`config.mk`:
```
export PLATFORM = sky130hd
export DESIGN_NAME = apsp_cell
export DESIGN_NICKNAME = d
export VERILOG_FILES = /design/src/rtl/apsp_pkg.sv /design/src/rtl/apsp_cell.sv
export SDC_FILE = /design/constraint.sdc
export NUM_CORES = 2
export LEC_CHECK = 0
export ABC_AREA = 0
export ABC_CLOCK_PERIOD_IN_PS = 20300
export BUFFER_PORTS_ARGS = -buffer_cell sky130_fd_sc_hd__buf_2
export CORE_UTILIZATION = 45
export CTS_CLUSTER_DIAMETER = 60
export DETAILED_ROUTE_END_ITERATION = 12
export PLACE_DENSITY = 0.67
export SLEW_MARGIN = 40
export SYNTH_ARGS = -nofsm -noshare
export SYNTH_HDL_FRONTEND = slang
export SYNTH_SLANG_ARGS = --single-unit
```
`constraint.sdc`:
```
create_clock -name clk_i -period 20.3 [get_ports clk_i]
set_clock_uncertainty 0.2 [all_clocks]
set_input_delay 4.06 -clock clk_i [delete_from_list [all_inputs] [get_ports clk_i]]
set_output_delay 4.06 -clock clk_i [all_outputs]
set_load 0.02 [all_outputs]
```
`src/rtl/apsp_pkg.sv`:
```
`default_nettype none
package apsp_pkg;
  localparam int unsigned MaxVertices = 64;
  localparam int unsigned DistW = 24;
  localparam int unsigned WeightW = 16;
  localparam int unsigned VertW = 6;
  localparam int unsigned CountW = 7;
  localparam logic [DistW-1:0] DistInf = {DistW{1'b1}};

  typedef enum logic [1:0] {
    OpClear = 2'd0,
    OpAdd   = 2'd1,
    OpSolve = 2'd2,
    OpQuery = 2'd3
  } op_e;

  // saturating add, infinity absorbs
  function automatic logic [DistW-1:0] sat_add(input logic [DistW-1:0] a,
                                               input logic [DistW-1:0] b);
    logic [DistW:0] s;
    s = {1'b0, a} + {1'b0, b};
    if (a == DistInf || b == DistInf || s[DistW]) return DistInf;
    return s[DistW-1:0];
  endfunction
endpackage
`default_nettype wire

```
`src/rtl/apsp_cell.sv`:
```
`default_nettype none
// One column j of the matrix: holds dist/hop for every row i in column j.
// Relaxes d[i][j] against d[i][k] + d[k][j]; d[k][j] is latched once per pivot.
module apsp_cell
  import apsp_pkg::*;
#(
  parameter int unsigned NumV = MaxVertices,
  parameter int unsigned Col = 0
) (
  input  wire logic                     clk_i,
  input  wire logic                     clr_i,
  input  wire logic                     wr_en_i,
  input  wire logic [$clog2(NumV)-1:0]  wr_row_i,
  input  wire logic [DistW-1:0]         wr_dist_i,
  input  wire logic                     kj_load_i,
  input  wire logic                     relax_i,
  input  wire logic [DistW-1:0]         dik_i,
  input  wire logic [VertW:0]           hik_i,
  input  wire logic [$clog2(NumV)-1:0]  rd_row_i,
  output      logic [DistW-1:0]         rd_dist_o,
  output      logic [VertW:0]           rd_hop_o
);
  localparam int unsigned AW = $clog2(NumV);

  logic [DistW-1:0] dist_mem [NumV];
  logic [VertW:0]   hop_mem  [NumV];
  logic [DistW-1:0] dkj_q;
  logic [DistW-1:0] relax_sum;
  logic             relax_we;

  // rd_dist_o holds row wr_row_i while relaxing
  assign relax_sum = sat_add(dik_i, dkj_q);
  assign relax_we  = relax_i && (relax_sum < rd_dist_o);

  always_ff @(posedge clk_i) begin
    if (clr_i) begin
      dist_mem[wr_row_i] <= (wr_row_i == AW'(Col)) ? '0 : DistInf;
      hop_mem[wr_row_i]  <= '0;
    end else if (wr_en_i) begin
      // edge load: the hop toward this column is the column itself
      dist_mem[wr_row_i] <= wr_dist_i;
      hop_mem[wr_row_i]  <= {1'b1, VertW'(Col)};
    end else if (relax_we) begin
      dist_mem[wr_row_i] <= relax_sum;
      hop_mem[wr_row_i]  <= hik_i;
    end
    if (kj_load_i) dkj_q <= rd_dist_o;
    rd_dist_o <= dist_mem[rd_row_i];
    rd_hop_o  <= hop_mem[rd_row_i];
  end
endmodule
`default_nettype wire

```
==> reports/metrics.cfg <==
[outcome]
outcome=finished clean

[route]
firstDrtPassIters=6
wl_um=183000
wl_per_cell_um=30.3
drt_iter0_markers=4519
drcViolationCount=0
ant_nets=0
via_count=36518
viasPerCell=6.05

[sta]
max_clock_freq_ghz=0.102
setup_violations=0
rsz0062_at_grt=false
min_period_ps=9830
final_max_slew_viol_count=0
worstMarginPinSlew_ps=934
fin_tns_setup_ps=0
hold_violations=0
fin_crit_sh_pct=48.4
relSlewSlack_pct=37.7

[synthesis]
ys_types=55
synth.area.top_cells=edfxtp_1, mux4_2, dfxtp_1
synthFlopType=edfxtp_1
synth_enable_flop_cells=2008
synth-seq-cells=2039
yosysSeqAreaShare_pct=76.9
yosys_warnings=0
synth.most_common_cell=edfxtp_1
yosysTopAreaCell=edfxtp_1
syn_area_per_cell_um2=24.0
synthArstFlopShare_pct=0
syn-num-nets=3421
synth_common_cells=edfxtp_1, mux4_2, clkbuf_1
synth_top_area_share_pct=76.1
syn_area_um2=79200
synth_cells=3301

[grt]
antenna_found_initial=26
grt_pass1_vias=36597
grt_max_degree=130
overflow=0
grt_pass1_wl_um=263000
track_usage_pct=20.6

[place]
place_congestion=0.883
placed_cell_area_um2=83500
port-buffer-count=102
dp_hpwl_um=103000

[pwr]
ir_drop_v=0.0000754
p_leak_nw=28.6
p_per_area_nw_per_um2=99.5

[clock_network]
cts_tree=built
cts_buffers=194
cts_sinks=2039
post_cts_resized=0
insertion_delay_ps=820
cts_setup_buffers=0
cts_root_buf=clkbuf_16
clk_pin_slew_ps=60
clock_path_buffers=3
holdBufCountCts=0
cts_max_level=4

[floorplan]
fp.coreArea_um2=174000
initial_core_util_pct=45.4
io_pins=103
die_y_um=422
die_area_um2=178000
num_rows=153
die_w_um=422

[critical_path]
critical_path_arrival_ps=10080
cp_cell_sequence=buf_2 -> ha_1 -> a21o_1 -> or2_2 -> o31ai_1 -> a211oi_1 -> or3_1 -> a311oi_1 -> xor2_1 -> nand2_1 -> ha_1 -> nand4_1 -> nor2_1 -> nand3_1 -> o22ai_1 -> nor3_4 -> a211oi_4 -> buf_6 -> buf_16 -> nor3_2 -> buf_4
crit_path_max_fanout=46
cp.required_ps=20550
slowest_delay_ps=730
cp-end-kind=register
crit_buf_inv=4
slowest_stage=nor3_2
start_kind=input pin
cp_top_family=simple AND/OR/NAND/NOR gates
crit_type=input pin to register
cp_common_cell=ha_1

[final_layout]
area_delta_synth_final_pct=13.4
drive_gt1_share_pct=33.9
final_area_um2=89900
nNetsFinal=3670
utilization_pct=51.5

[job]
drv_cap=0

[worst_hold_path]
worstHoldPathType=register to register

final timing paths:
path,from,to,slack (ps),cells after the start
setup / recovery,dik_i[6],hop_mem[49][0],10470,21
hold / removal,rd_dist_o[3],dkj_q[3],330,0
hold reg to reg,rd_dist_o[3],dkj_q[3],330,0
setup reg to reg,dkj_q[6],hop_mem[49][0],13400,20
sequential cells by signal, summed over array words and instances, names as in the netlist:
register	flops
rd_dist_o	24
hop_mem	448
dkj_q	24
rd_hop_o	7
dist_mem	1536
cell families after synthesis:
logic type | after synthesis | share of synthesized area, %
multiplexers | 656 | 18.6
buffers and inverters | 201 | 1.03
adder cells (fa/ha/maj) | 48 | 0.768
flip-flops | 2039 | 76.9
AO/OA/AOI/OAI | 129 | 1.09
AND/OR/NAND/NOR | 212 | 1.46
XOR/XNOR | 16 | 0.177
cell usage in the layout, fill, tap and decap left out, types with 5 or more instances in the layout:
cell type / Yosys / layout
xnor2_1: 9 / 9
dfxtp_1: 31 / 31
nand2b_1: 8 / 8
a21o_1: 22 / 20
inv_1: 26 / 26
clkbuf_16: 0 / 199
bufinv_16: 0 / 13
o21ai_4: 0 / 11
buf_6: 7 / 11
ha_1: 47 / 47
buf_4: 2 / 111
nor3_1: 68 / 8
clkbuf_8: 0 / 7
nand4_1: 16 / 16
nand2_1: 22 / 22
and3_2: 0 / 6
nor2_1: 23 / 22
o21a_1: 5 / 5
clkinv_8: 0 / 6
clkbuf_1: 116 / 43
diode_2: 0 / 5
clkinvlp_4: 0 / 8
mux4_2: 651 / 651
a211oi_1: 5 / 5
nor2b_1: 9 / 8
nand3b_1: 6 / 6
clkinv_2: 0 / 30
nor3_2: 6 / 52
nand3_1: 21 / 21
and3_1: 11 / 5
clkinv_1: 0 / 42
xor2_1: 7 / 7
o21ai_0: 28 / 17
edfxtp_1: 2008 / 2008
a21oi_1: 37 / 37
buf_2: 4 / 97
nor3_4: 0 / 14
worst reg2reg max path, cell delays in order, from the launching register on:
cell and delay [ps]:
edfxtp_1 430, ha_1 380, a21o_1 190, or2_2 270
o31ai_1 420, a211oi_1 210, or3_1 470, a311oi_1 330
xor2_1 330, nand2_1 100, ha_1 300, nand4_1 130
nor2_1 90, nand3_1 110, o22ai_1 120, nor3_4 470
a211oi_4 120, buf_6 220, buf_16 260, nor3_2 790
buf_4 560
through the flow:
stage          total power, mW  hold WS [ps]  worst slack [ps]  instances
2_1_floorplan             5.26           362              8950       3301
6_report                  8.94           326             10470       6040
5_1_grt                   9.21           335             10140       6036
3_3_place_gp              5.49           304              9590       5674
3_5_place_dp              5.51           301              9720       5676
4_1_cts                   8.99           315             10550       6032
routing by layer:
metal / share of wire (%) / global-route usage [%] / up-vias
met5: 0.019 / 0 / -
met4: 1.8 / 4.68 / 4
met3: 9.4 / 5.49 / 237
met2: 48 / 32.3 / 1571
met1: 41 / 29.0 / 19865
li1: - / - / 14841
area by class of cell:
cell class / count / area, µm²
multi-input cells: 1061 / 18100
diodes: 5 / 12.5
inverters: 26 / 97.6
repair buffers: 228 / 1630
clock inverters: 108 / 951
fillers: 13226 / 84500
flip-flops and latches: 2039 / 60900
clock buffers: 248 / 5220
well taps: 2325 / 2910
where the power goes:
part | total [mW] | switching (mW) | internal [mW]
sequential | 4.77 | 0.0226 | 4.75
combinational | 0.648 | 0.420 | 0.228
clock | 3.52 | 1.54 | 1.98
No activity file was read; power rests on OpenSTA's default activity.
